$ cat src/sv/rasr_pkg.sv
`timescale 1ns / 1ps
// shared types and constants of the rational add/subtract/reduce block
// no dependencies; imported by every module of the block

package rasr_pkg;

    localparam int OPERAND_WIDTH_DEF = 16;
    localparam int RES_NUM_WIDTH     = 32;
    localparam int RES_DEN_WIDTH     = 30;
    localparam int VALUE_WIDTH_CAP   = 64;

    // width that holds a cross-multiplied sum exactly, capped like the datapath wraps
    function automatic int value_width(input int w);
        int full;
        full = 2 * w + 1;
        return (full > VALUE_WIDTH_CAP) ? VALUE_WIDTH_CAP : full;
    endfunction

    localparam int VALUE_WIDTH_DEF = value_width(OPERAND_WIDTH_DEF);

    typedef enum logic [1:0] {
        CMD_ADD    = 2'd0,
        CMD_SUB    = 2'd1,
        CMD_REDUCE = 2'd2
    } cmd_t;

    typedef enum logic [3:0] {
        ST_IDLE,
        ST_MUL0,
        ST_MUL1,
        ST_MUL2,
        ST_MUL3,
        ST_MAG,
        ST_GCD_GO,
        ST_GCD,
        ST_DIV_NUM,
        ST_DIV_DEN
    } state_t;

endpackage

$ cat src/sv/rasr_gcd.sv
`timescale 1ns / 1ps
// binary gcd unit, one compare/subtract or halving step per cycle
// depends on rasr_pkg

module rasr_gcd #(
    parameter int WIDTH = rasr_pkg::VALUE_WIDTH_DEF
) (
    input  logic             clk,
    input  logic             rst_n,
    input  logic             start,
    input  logic [WIDTH-1:0] x,
    input  logic [WIDTH-1:0] y,
    output logic             done,
    output logic [WIDTH-1:0] g
);
    import rasr_pkg::*;

    localparam int KW = $clog2(WIDTH);

    logic [WIDTH-1:0] a_reg;
    logic [WIDTH-1:0] b_reg;
    logic [KW-1:0]    k_reg;
    logic [WIDTH-1:0] g_reg;
    logic             run_reg;
    logic             done_reg;

    logic [WIDTH:0]   diff_ab;
    logic [WIDTH-1:0] diff_ba;
    logic             finish;

    assign diff_ab = {1'b0, a_reg} - {1'b0, b_reg};
    assign diff_ba = b_reg - a_reg;
    assign finish  = run_reg && ((a_reg == b_reg) || (a_reg == '0) || (b_reg == '0));

    always_ff @(posedge clk or negedge rst_n)
    begin
        if (!rst_n)
        begin
            run_reg  <= 1'b0;
            done_reg <= 1'b0;
        end
        else
        begin
            done_reg <= finish;
            if (start)
            begin
                run_reg <= 1'b1;
            end
            else if (finish)
            begin
                run_reg <= 1'b0;
            end
        end
    end

    always_ff @(posedge clk)
    begin
        if (start)
        begin
            a_reg <= x;
            b_reg <= y;
            k_reg <= '0;
        end
        else if (finish)
        begin
            // equal operands or one of them zero: the other one carries the odd part
            g_reg <= (a_reg | b_reg) << k_reg;
        end
        else if (run_reg)
        begin
            if (!a_reg[0] && !b_reg[0])
            begin
                a_reg <= a_reg >> 1;
                b_reg <= b_reg >> 1;
                k_reg <= k_reg + 1'b1;
            end
            else if (!a_reg[0])
            begin
                a_reg <= a_reg >> 1;
            end
            else if (!b_reg[0])
            begin
                b_reg <= b_reg >> 1;
            end
            else if (!diff_ab[WIDTH])
            begin
                // both odd: difference is even, halve it right away
                a_reg <= diff_ab[WIDTH-1:0] >> 1;
            end
            else
            begin
                b_reg <= diff_ba >> 1;
            end
        end
    end

    assign done = done_reg;
    assign g    = g_reg;

endmodule

$ cat src/sv/rasr_div.sv
`timescale 1ns / 1ps
// unsigned restoring divider, one quotient bit per cycle
// depends on rasr_pkg

module rasr_div #(
    parameter int WIDTH = rasr_pkg::VALUE_WIDTH_DEF
) (
    input  logic             clk,
    input  logic             rst_n,
    input  logic             start,
    input  logic [WIDTH-1:0] dividend,
    input  logic [WIDTH-1:0] divisor,
    output logic             done,
    output logic [WIDTH-1:0] quotient
);
    import rasr_pkg::*;

    localparam int CW = $clog2(WIDTH + 1);

    logic [WIDTH-1:0] rem_reg;
    logic [WIDTH-1:0] quo_reg;
    logic [WIDTH-1:0] dvs_reg;
    logic [CW-1:0]    cnt_reg;
    logic             run_reg;
    logic             done_reg;

    logic [WIDTH:0]   rem_sh;
    logic [WIDTH+1:0] diff;
    logic             ge;
    logic             last;

    assign rem_sh = {rem_reg, quo_reg[WIDTH-1]};
    assign diff   = {1'b0, rem_sh} - {2'b00, dvs_reg};
    assign ge     = !diff[WIDTH+1];
    assign last   = run_reg && (cnt_reg == CW'(1));

    always_ff @(posedge clk or negedge rst_n)
    begin
        if (!rst_n)
        begin
            run_reg  <= 1'b0;
            done_reg <= 1'b0;
        end
        else
        begin
            done_reg <= last;
            if (start)
            begin
                run_reg <= 1'b1;
            end
            else if (last)
            begin
                run_reg <= 1'b0;
            end
        end
    end

    always_ff @(posedge clk)
    begin
        if (start)
        begin
            rem_reg <= '0;
            quo_reg <= dividend;
            dvs_reg <= divisor;
            cnt_reg <= CW'(WIDTH);
        end
        else if (run_reg)
        begin
            // remainder stays below the divisor, so it fits back in WIDTH bits
            rem_reg <= ge ? diff[WIDTH-1:0] : rem_sh[WIDTH-1:0];
            quo_reg <= {quo_reg[WIDTH-2:0], ge};
            cnt_reg <= cnt_reg - 1'b1;
        end
    end

    assign done     = done_reg;
    assign quotient = quo_reg;

endmodule

$ cat src/sv/rational_add_sub_reduce.sv
`timescale 1ns / 1ps
// top level: sequencer, shared multiplier, sign handling and result register
// depends on rasr_pkg, rasr_gcd, rasr_div

// Adds or subtracts two signed fractions, or takes the first one alone, and
// returns the result in lowest terms with a non-negative denominator; 0/0 comes
// back as 0/0 with zero_over_zero set. A command is taken when start is high
// and busy is low; busy then stays high until the result beat, which shows on
// the result ports for the single cycle that done is high and cannot be held
// off. The binary gcd loop and the two exact divisions by the gcd work on
// SW = 2*OPERAND_WIDTH+1 bits (at most 64); the divisions run one after the other
// through one shift-subtract divider. Reduce commands skip the multiply states.

module rational_add_sub_reduce #(
    parameter int OPERAND_WIDTH = rasr_pkg::OPERAND_WIDTH_DEF
) (
    input  logic                                    clk,
    input  logic                                    rst_n,
    input  logic                                    start,
    output logic                                    busy,
    input  logic [1:0]                              cmd,
    input  logic signed [OPERAND_WIDTH-1:0]         a_num,
    input  logic signed [OPERAND_WIDTH-1:0]         a_den,
    input  logic signed [OPERAND_WIDTH-1:0]         b_num,
    input  logic signed [OPERAND_WIDTH-1:0]         b_den,
    output logic                                    done,
    output logic signed [rasr_pkg::RES_NUM_WIDTH-1:0] res_num,
    output logic [rasr_pkg::RES_DEN_WIDTH-1:0]      res_den,
    output logic                                    zero_over_zero
);
    import rasr_pkg::*;

    localparam int W  = OPERAND_WIDTH;
    localparam int PW = 2 * W;
    localparam int SW = value_width(W);
    localparam int XW = (SW > RES_NUM_WIDTH) ? SW : RES_NUM_WIDTH;

    state_t state_reg;
    state_t state_next;

    logic signed [W-1:0]  an_reg;
    logic signed [W-1:0]  ad_reg;
    logic signed [W-1:0]  bn_reg;
    logic signed [W-1:0]  bd_reg;
    logic                 sub_reg;
    logic signed [PW-1:0] mul_reg;
    logic signed [PW-1:0] p0_reg;
    logic signed [SW-1:0] num_reg;
    logic signed [SW-1:0] den_reg;
    logic [SW-1:0]        mn_reg;
    logic [SW-1:0]        md_reg;
    logic                 neg_reg;
    logic [SW-1:0]        rn_reg;

    logic                          done_reg;
    logic                          zoz_reg;
    logic [RES_NUM_WIDTH-1:0]      res_num_reg;
    logic [RES_DEN_WIDTH-1:0]      res_den_reg;

    logic signed [W-1:0]  mul_x;
    logic signed [W-1:0]  mul_y;
    logic signed [PW-1:0] mul_prod;

    logic [SW-1:0] num_bits;
    logic [SW-1:0] den_bits;
    logic [SW-1:0] num_mag;
    logic [SW-1:0] den_mag;

    logic          gcd_start;
    logic          gcd_done;
    logic [SW-1:0] gcd_g;
    logic          div_start;
    logic [SW-1:0] div_dividend;
    logic          div_done;
    logic [SW-1:0] div_quo;

    logic          fin_zoz;
    logic          fin_res;

    logic [XW-1:0] rn_x;
    logic [XW-1:0] num_x;
    logic [XW-1:0] den_x;

    // one multiplier, fed per state
    always_comb
    begin
        case (state_reg)
            ST_MUL0:
            begin
                mul_x = an_reg;
                mul_y = bd_reg;
            end
            ST_MUL1:
            begin
                mul_x = ad_reg;
                mul_y = bn_reg;
            end
            default:
            begin
                mul_x = ad_reg;
                mul_y = bd_reg;
            end
        endcase
    end

    assign mul_prod = mul_x * mul_y;

    assign num_bits = num_reg;
    assign den_bits = den_reg;
    assign num_mag  = num_bits[SW-1] ? (SW'(0) - num_bits) : num_bits;
    assign den_mag  = den_bits[SW-1] ? (SW'(0) - den_bits) : den_bits;

    always_comb
    begin
        state_next   = state_reg;
        gcd_start    = 1'b0;
        div_start    = 1'b0;
        div_dividend = mn_reg;
        fin_zoz      = 1'b0;
        fin_res      = 1'b0;
        case (state_reg)
            ST_IDLE:
            begin
                if (start)
                begin
                    state_next = (cmd inside {CMD_ADD, CMD_SUB}) ? ST_MUL0 : ST_MAG;
                end
            end
            ST_MUL0: state_next = ST_MUL1;
            ST_MUL1: state_next = ST_MUL2;
            ST_MUL2: state_next = ST_MUL3;
            ST_MUL3: state_next = ST_MAG;
            ST_MAG:
            begin
                if ((num_reg == '0) && (den_reg == '0))
                begin
                    fin_zoz    = 1'b1;
                    state_next = ST_IDLE;
                end
                else
                begin
                    state_next = ST_GCD_GO;
                end
            end
            ST_GCD_GO:
            begin
                gcd_start  = 1'b1;
                state_next = ST_GCD;
            end
            ST_GCD:
            begin
                if (gcd_done)
                begin
                    div_start    = 1'b1;
                    div_dividend = mn_reg;
                    state_next   = ST_DIV_NUM;
                end
            end
            ST_DIV_NUM:
            begin
                if (div_done)
                begin
                    div_start    = 1'b1;
                    div_dividend = md_reg;
                    state_next   = ST_DIV_DEN;
                end
            end
            ST_DIV_DEN:
            begin
                if (div_done)
                begin
                    fin_res    = 1'b1;
                    state_next = ST_IDLE;
                end
            end
            default: state_next = ST_IDLE;
        endcase
    end

    always_ff @(posedge clk or negedge rst_n)
    begin
        if (!rst_n)
        begin
            state_reg <= ST_IDLE;
            done_reg  <= 1'b0;
        end
        else
        begin
            state_reg <= state_next;
            done_reg  <= fin_zoz | fin_res;
        end
    end

    // sign goes on the numerator, then both fields wrap to their port widths
    assign rn_x  = XW'(rn_reg);
    assign num_x = neg_reg ? (XW'(0) - rn_x) : rn_x;
    assign den_x = XW'(div_quo);

    always_ff @(posedge clk)
    begin
        mul_reg <= mul_prod;
        case (state_reg)
            ST_IDLE:
            begin
                if (start)
                begin
                    an_reg  <= a_num;
                    ad_reg  <= a_den;
                    bn_reg  <= b_num;
                    bd_reg  <= b_den;
                    sub_reg <= (cmd == CMD_SUB);
                    num_reg <= SW'(a_num);
                    den_reg <= SW'(a_den);
                end
            end
            ST_MUL1: p0_reg <= mul_reg;
            ST_MUL2:
            begin
                num_reg <= sub_reg ? (SW'(p0_reg) - SW'(mul_reg))
                                   : (SW'(p0_reg) + SW'(mul_reg));
            end
            ST_MUL3: den_reg <= SW'(mul_reg);
            ST_MAG:
            begin
                mn_reg  <= num_mag;
                md_reg  <= den_mag;
                neg_reg <= num_reg[SW-1] ^ den_reg[SW-1];
            end
            ST_DIV_NUM:
            begin
                if (div_done)
                begin
                    rn_reg <= div_quo;
                end
            end
            default:
            begin
            end
        endcase
        if (fin_zoz)
        begin
            res_num_reg <= '0;
            res_den_reg <= '0;
            zoz_reg     <= 1'b1;
        end
        else if (fin_res)
        begin
            res_num_reg <= num_x[RES_NUM_WIDTH-1:0];
            res_den_reg <= den_x[RES_DEN_WIDTH-1:0];
            zoz_reg     <= 1'b0;
        end
    end

    rasr_gcd #(
        .WIDTH (SW)
    ) u_gcd (
        .clk   (clk),
        .rst_n (rst_n),
        .start (gcd_start),
        .x     (mn_reg),
        .y     (md_reg),
        .done  (gcd_done),
        .g     (gcd_g)
    );

    rasr_div #(
        .WIDTH (SW)
    ) u_div (
        .clk      (clk),
        .rst_n    (rst_n),
        .start    (div_start),
        .dividend (div_dividend),
        .divisor  (gcd_g),
        .done     (div_done),
        .quotient (div_quo)
    );

    assign busy           = (state_reg != ST_IDLE);
    assign done           = done_reg;
    assign res_num        = res_num_reg;
    assign res_den        = res_den_reg;
    assign zero_over_zero = zoz_reg;

    a_start_goes_busy: assert property (@(posedge clk) disable iff (!rst_n)
        start && !busy |=> busy)
        else $error("accepted command did not raise busy");

    a_done_after_busy: assert property (@(posedge clk) disable iff (!rst_n)
        done |-> !busy && $past(busy))
        else $error("result beat without a command in flight");

    a_zoz_is_zero: assert property (@(posedge clk) disable iff (!rst_n)
        done && zero_over_zero |-> (res_num == '0) && (res_den == '0))
        else $error("zero over zero result is not 0/0");

    a_gcd_before_div: assert property (@(posedge clk) disable iff (!rst_n)
        div_start |-> (state_reg == ST_GCD && gcd_done) || state_reg == ST_DIV_NUM)
        else $error("divider started outside the division phase");

endmodule

$ cat config.mk
export PLATFORM = sky130hd
export DESIGN_NAME = rational_add_sub_reduce
export DESIGN_NICKNAME = d
export VERILOG_FILES = /design/src/sv/rasr_pkg.sv /design/src/sv/rasr_gcd.sv /design/src/sv/rasr_div.sv /design/src/sv/rational_add_sub_reduce.sv
export SDC_FILE = /design/constraint.sdc
export NUM_CORES = 2
export LEC_CHECK = 0
export ABC_CLOCK_PERIOD_IN_PS = 12540
export BUFFER_PORTS_ARGS = -buffer_cell sky130_fd_sc_hd__buf_2
export CORE_ASPECT_RATIO = 1.1
export CORE_MARGIN = 2
export CORE_UTILIZATION = 60
export CTS_BUF_LIST = sky130_fd_sc_hd__clkbuf_16
export CTS_CLUSTER_DIAMETER = 60
export DETAILED_ROUTE_END_ITERATION = 12
export MAX_ROUTING_LAYER = met4
export PLACE_DENSITY = 0.75
export SETUP_SLACK_MARGIN = 0.2
export SLEW_MARGIN = 5
export SYNTH_ARGS = -nofsm -noshare
export SYNTH_HDL_FRONTEND = slang
export SYNTH_SLANG_ARGS = --single-unit
$ cat constraint.sdc
create_clock -name clk -period 12.54 [get_ports clk]
set_clock_uncertainty 0.15 [all_clocks]
set_input_delay 2.508 -clock clk [delete_from_list [all_inputs] [get_ports clk]]
set_output_delay 2.508 -clock clk [all_outputs]
set_load 0.01 [all_outputs]
==> impl_results.html <==
<table>
<tr><th>Metric</th><th>Value</th></tr>
<tr><th colspan="2">Status</th></tr>
<tr><td>Result of the run</td><td>finished, final reports clean</td></tr>
<tr><th colspan="2">Drt</th></tr>
<tr><td>Total wirelength of the detailed-routed design</td><td>125000 µm</td></tr>
<tr><td>Via count</td><td>33618</td></tr>
<tr><td>Total DRC errors in the routed layout</td><td>0</td></tr>
<tr><td>Routed length per placed instance</td><td>22.5 µm</td></tr>
<tr><td>1st-iter DRT viols</td><td>3125</td></tr>
<tr><td>Pre-antenna DRT Iters</td><td>6</td></tr>
<tr><td>Number of nets with antenna violations after routing</td><td>0</td></tr>
<tr><td>Vias/cell</td><td>6.05</td></tr>
<tr><th colspan="2">Logic synthesis</th></tr>
<tr><td>Number of warning messages in the yosys log</td><td>0</td></tr>
<tr><td>Synth Net Count</td><td>5079</td></tr>
<tr><td>Sequential share of the synthesized area</td><td>37.2%</td></tr>
<tr><td>Flip-flop cell with the highest count after synthesis</td><td>edfxtp_1</td></tr>
<tr><td>Post-synth design cell area</td><td>42600 µm²</td></tr>
<tr><td>Top cell type by total area after synthesis</td><td>edfxtp_1</td></tr>
<tr><td>Syn Inst Count</td><td>4489</td></tr>
<tr><td>Most instantiated cells after synthesis</td><td>nand2_1, inv_1, nor2_1</td></tr>
<tr><td>Async set-reset flop share out of synthesis</td><td>1.57%</td></tr>
<tr><td>Dominant cells by area after synthesis</td><td>edfxtp_1, fa_1, ha_1, dfxtp_1, nand2_1</td></tr>
<tr><td>Most frequent cell after synthesis</td><td>nand2_1</td></tr>
<tr><td>Number of enable flip-flop cells after synthesis</td><td>426</td></tr>
<tr><td>Synthesized flop and latch total</td><td>575</td></tr>
<tr><td>Post-synthesis average cell area</td><td>9.48 µm²</td></tr>
<tr><td>Netlist cell types</td><td>73</td></tr>
<tr><td>Area share of the largest cell type after synthesis</td><td>30.0%</td></tr>
<tr><th colspan="2">Clock tree</th></tr>
<tr><td>H-tree depth</td><td>3</td></tr>
<tr><td>Root buffer cell</td><td>clkbuf_16</td></tr>
<tr><td>Clock transition at the registers of the reported paths</td><td>0.05 ns</td></tr>
<tr><td>Post-CTS Resized</td><td>0</td></tr>
<tr><td>TritonCTS Buffers</td><td>68</td></tr>
<tr><td>Sink Count</td><td>575</td></tr>
<tr><td>Setup fix buffers added after clock tree synthesis</td><td>0</td></tr>
<tr><td>Maximum root-to-sink buffer count</td><td>3</td></tr>
<tr><td>Number of buffers inserted by hold repair at cts</td><td>0</td></tr>
<tr><td>Clock Latency Late Sink</td><td>0.63 ns</td></tr>
<tr><td>TritonCTS clock tree</td><td>done</td></tr>
<tr><th colspan="2">STA</th></tr>
<tr><td>Setup repair after global routing missed its margin</td><td>no</td></tr>
<tr><td>Maximum clock frequency</td><td>113 MHz</td></tr>
<tr><td>Final hold violations</td><td>0</td></tr>
<tr><td>Post-route setup TNS</td><td>0 ns</td></tr>
<tr><td>Fin crit share</td><td>70.7%</td></tr>
<tr><td>Finish-stage setup viols</td><td>0</td></tr>
<tr><td>Worst-Margin Slew</td><td>1.15 ns</td></tr>
<tr><td>Max-slew headroom at the worst pin</td><td>22.2%</td></tr>
<tr><td>Final max-slew violation count</td><td>0</td></tr>
<tr><td>Min cycle time layout</td><td>8.86 ns</td></tr>
<tr><th colspan="2">Placed design</th></tr>
<tr><td>Routability congestion estimate</td><td>1.04</td></tr>
<tr><td>Count of input and output buffers</td><td>133</td></tr>
<tr><td>HPWL Detailed</td><td>96800 µm</td></tr>
<tr><th colspan="2">Worst setup path</th></tr>
<tr><td>Arrival time worst endpoint</td><td>9.21 ns</td></tr>
<tr><td>Crit-path most repeated cell</td><td>fa_1</td></tr>
<tr><td>Buf+Inv Stages, Crit Path</td><td>6</td></tr>
<tr><td>Crit path max-delay family</td><td>adder cells</td></tr>
<tr><td>Number of logic stages on the critical path including buffering</td><td>27</td></tr>
<tr><td>Kind of critical path</td><td>flip-flop to flip-flop</td></tr>
<tr><td>Crit path largest cell delay</td><td>0.89 ns</td></tr>
<tr><td>Capturing element type of the critical path</td><td>flip-flop</td></tr>
<tr><td>Worst path required time</td><td>12.89 ns</td></tr>
<tr><td>Worst reg2reg path endpoint</td><td>mul_reg[29]</td></tr>
<tr><td>Worst r2r src</td><td>state_reg[0]</td></tr>
<tr><td>Startpoint kind of the worst setup timing path</td><td>flip-flop</td></tr>
<tr><td>Maximum net fanout on the critical path</td><td>62</td></tr>
<tr><td>Critical-path top delay cell</td><td>mux2i_1</td></tr>
<tr><td>Logic depth of the worst register-to-register path</td><td>27</td></tr>
<tr><td>Register-to-Register Setup Slack</td><td>3.68 ns</td></tr>
<tr><th colspan="2">Floorplanning</th></tr>
<tr><td>Total core area</td><td>70300 µm²</td></tr>
<tr><td>Initial cell density of the core</td><td>60.5%</td></tr>
<tr><td>Die area</td><td>73100 µm²</td></tr>
<tr><td>Chip Width</td><td>258 µm</td></tr>
<tr><td>FP Rows</td><td>102</td></tr>
<tr><td>Height of the die</td><td>283 µm</td></tr>
<tr><td>Boundary pin count</td><td>134</td></tr>
<tr><th colspan="2">Cells and area</th></tr>
<tr><td>Fillers</td><td>5719</td></tr>
<tr><td>Fraction of layout cells with a size suffix above 1</td><td>7.93%</td></tr>
<tr><td>Layout area overhead</td><td>9.00%</td></tr>
<tr><td>Number of nets in the finished design</td><td>5148</td></tr>
<tr><th colspan="2">Global routing</th></tr>
<tr><td>Pin count of the biggest net entering global routing</td><td>93</td></tr>
<tr><td>Number of antenna violations at the first check in global routing</td><td>7</td></tr>
<tr><td>GRT Residual Overflow</td><td>0</td></tr>
<tr><td>Wire length of the first global-routing pass</td><td>191000 µm</td></tr>
<tr><td>Via count of the first global-routing pass</td><td>33179</td></tr>
<tr><td>Overall routing resource usage</td><td>35.4%</td></tr>
<tr><th colspan="2">Worst hold path</th></tr>
<tr><td>Hold crit path type</td><td>flip-flop to flip-flop</td></tr>
<tr><td>Critical hold path startpoint</td><td>u_gcd.g[30]</td></tr>
<tr><td>Worst Hold Path EP</td><td>u_div.dvs_reg[30]</td></tr>
<tr><td>Number of cells on the worst hold path</td><td>0</td></tr>
<tr><th colspan="2">Flow run</th></tr>
<tr><td>MaxCap Viol Count</td><td>0</td></tr>
</table>
-- worst max path at each step --
stage,startpoint,to,slack (ns)
floorplan,state_reg[1],mul_reg[31],3.53
finish,state_reg[0],mul_reg[29],3.68
detailed placement,state_reg[0],mul_reg[29],3.81
CTS,state_reg[0],mul_reg[29],3.78
global placement,state_reg[0],mul_reg[29],3.94
global route,state_reg[0],mul_reg[29],3.16
-- layout by cell type (no fill, tap or decap), types with 66 or more instances in the layout --
master / netlist / routed
a21oi_1: 264 / 264
clkbuf_16: 0 / 69
edfxtp_1: 426 / 426
dfxtp_1: 140 / 139
buf_2: 3 / 133
o21ai_0: 206 / 206
nor2_1: 487 / 485
ha_1: 255 / 255
inv_1: 513 / 532
fa_1: 266 / 266
xnor2_1: 196 / 196
xor2_1: 66 / 66
mux2i_1: 104 / 104
nand2_1: 527 / 527
-- area by class of cell --
class	count	area, µm²	area share [%]
clock inverters	57	503	1.08
multi-input cells	3212	24200	52.1
inverters	518	1950	4.19
diodes	9	22.5	0.0485
well taps	936	1170	2.52
repair buffers	183	1040	2.24
flip-flops and latches	575	15800	34.1
clock buffers	69	1730	3.72
-- stage by stage --
stage / hold slack, ns / area [µm²] / utilization, % / worst slack [ns] / instances
after global placement: 0.251 / 44200 / 62.8 / 3.94 / 5424
after global routing: 0.263 / 46400 / 66.0 / 3.16 / 5557
final: 0.251 / 46400 / 66.0 / 3.68 / 5559
after floorplan: 0.250 / 42600 / - / 3.53 / 4489
after detailed placement: 0.255 / 44200 / 62.8 / 3.81 / 5424
after CTS: 0.256 / 46400 / 66.0 / 3.78 / 5550
-- cells by family after synthesis --
group / share of synthesized area [%]
muxes: 3.71
adders and majority gates: 20.0
DFF: 37.2
xor gates and xnor gates: 5.39
AOI/OAI and AO/OA: 13.3
and+or+nand+nor: 14.3
buffers and inverters: 6.20
-- layer usage --
metal  up-vias  wire length [µm]  GRT usage [%]
met5         -                 0              -
met4         0              9020           21.7
met3       404              9080           5.05
met2      1517             59100           56.5
met1     16173             47900           42.4
li1      15524                 -              -
Power is not shown: default switching activity piles up to over one toggle a cycle in this logic, so the estimate is an artifact.
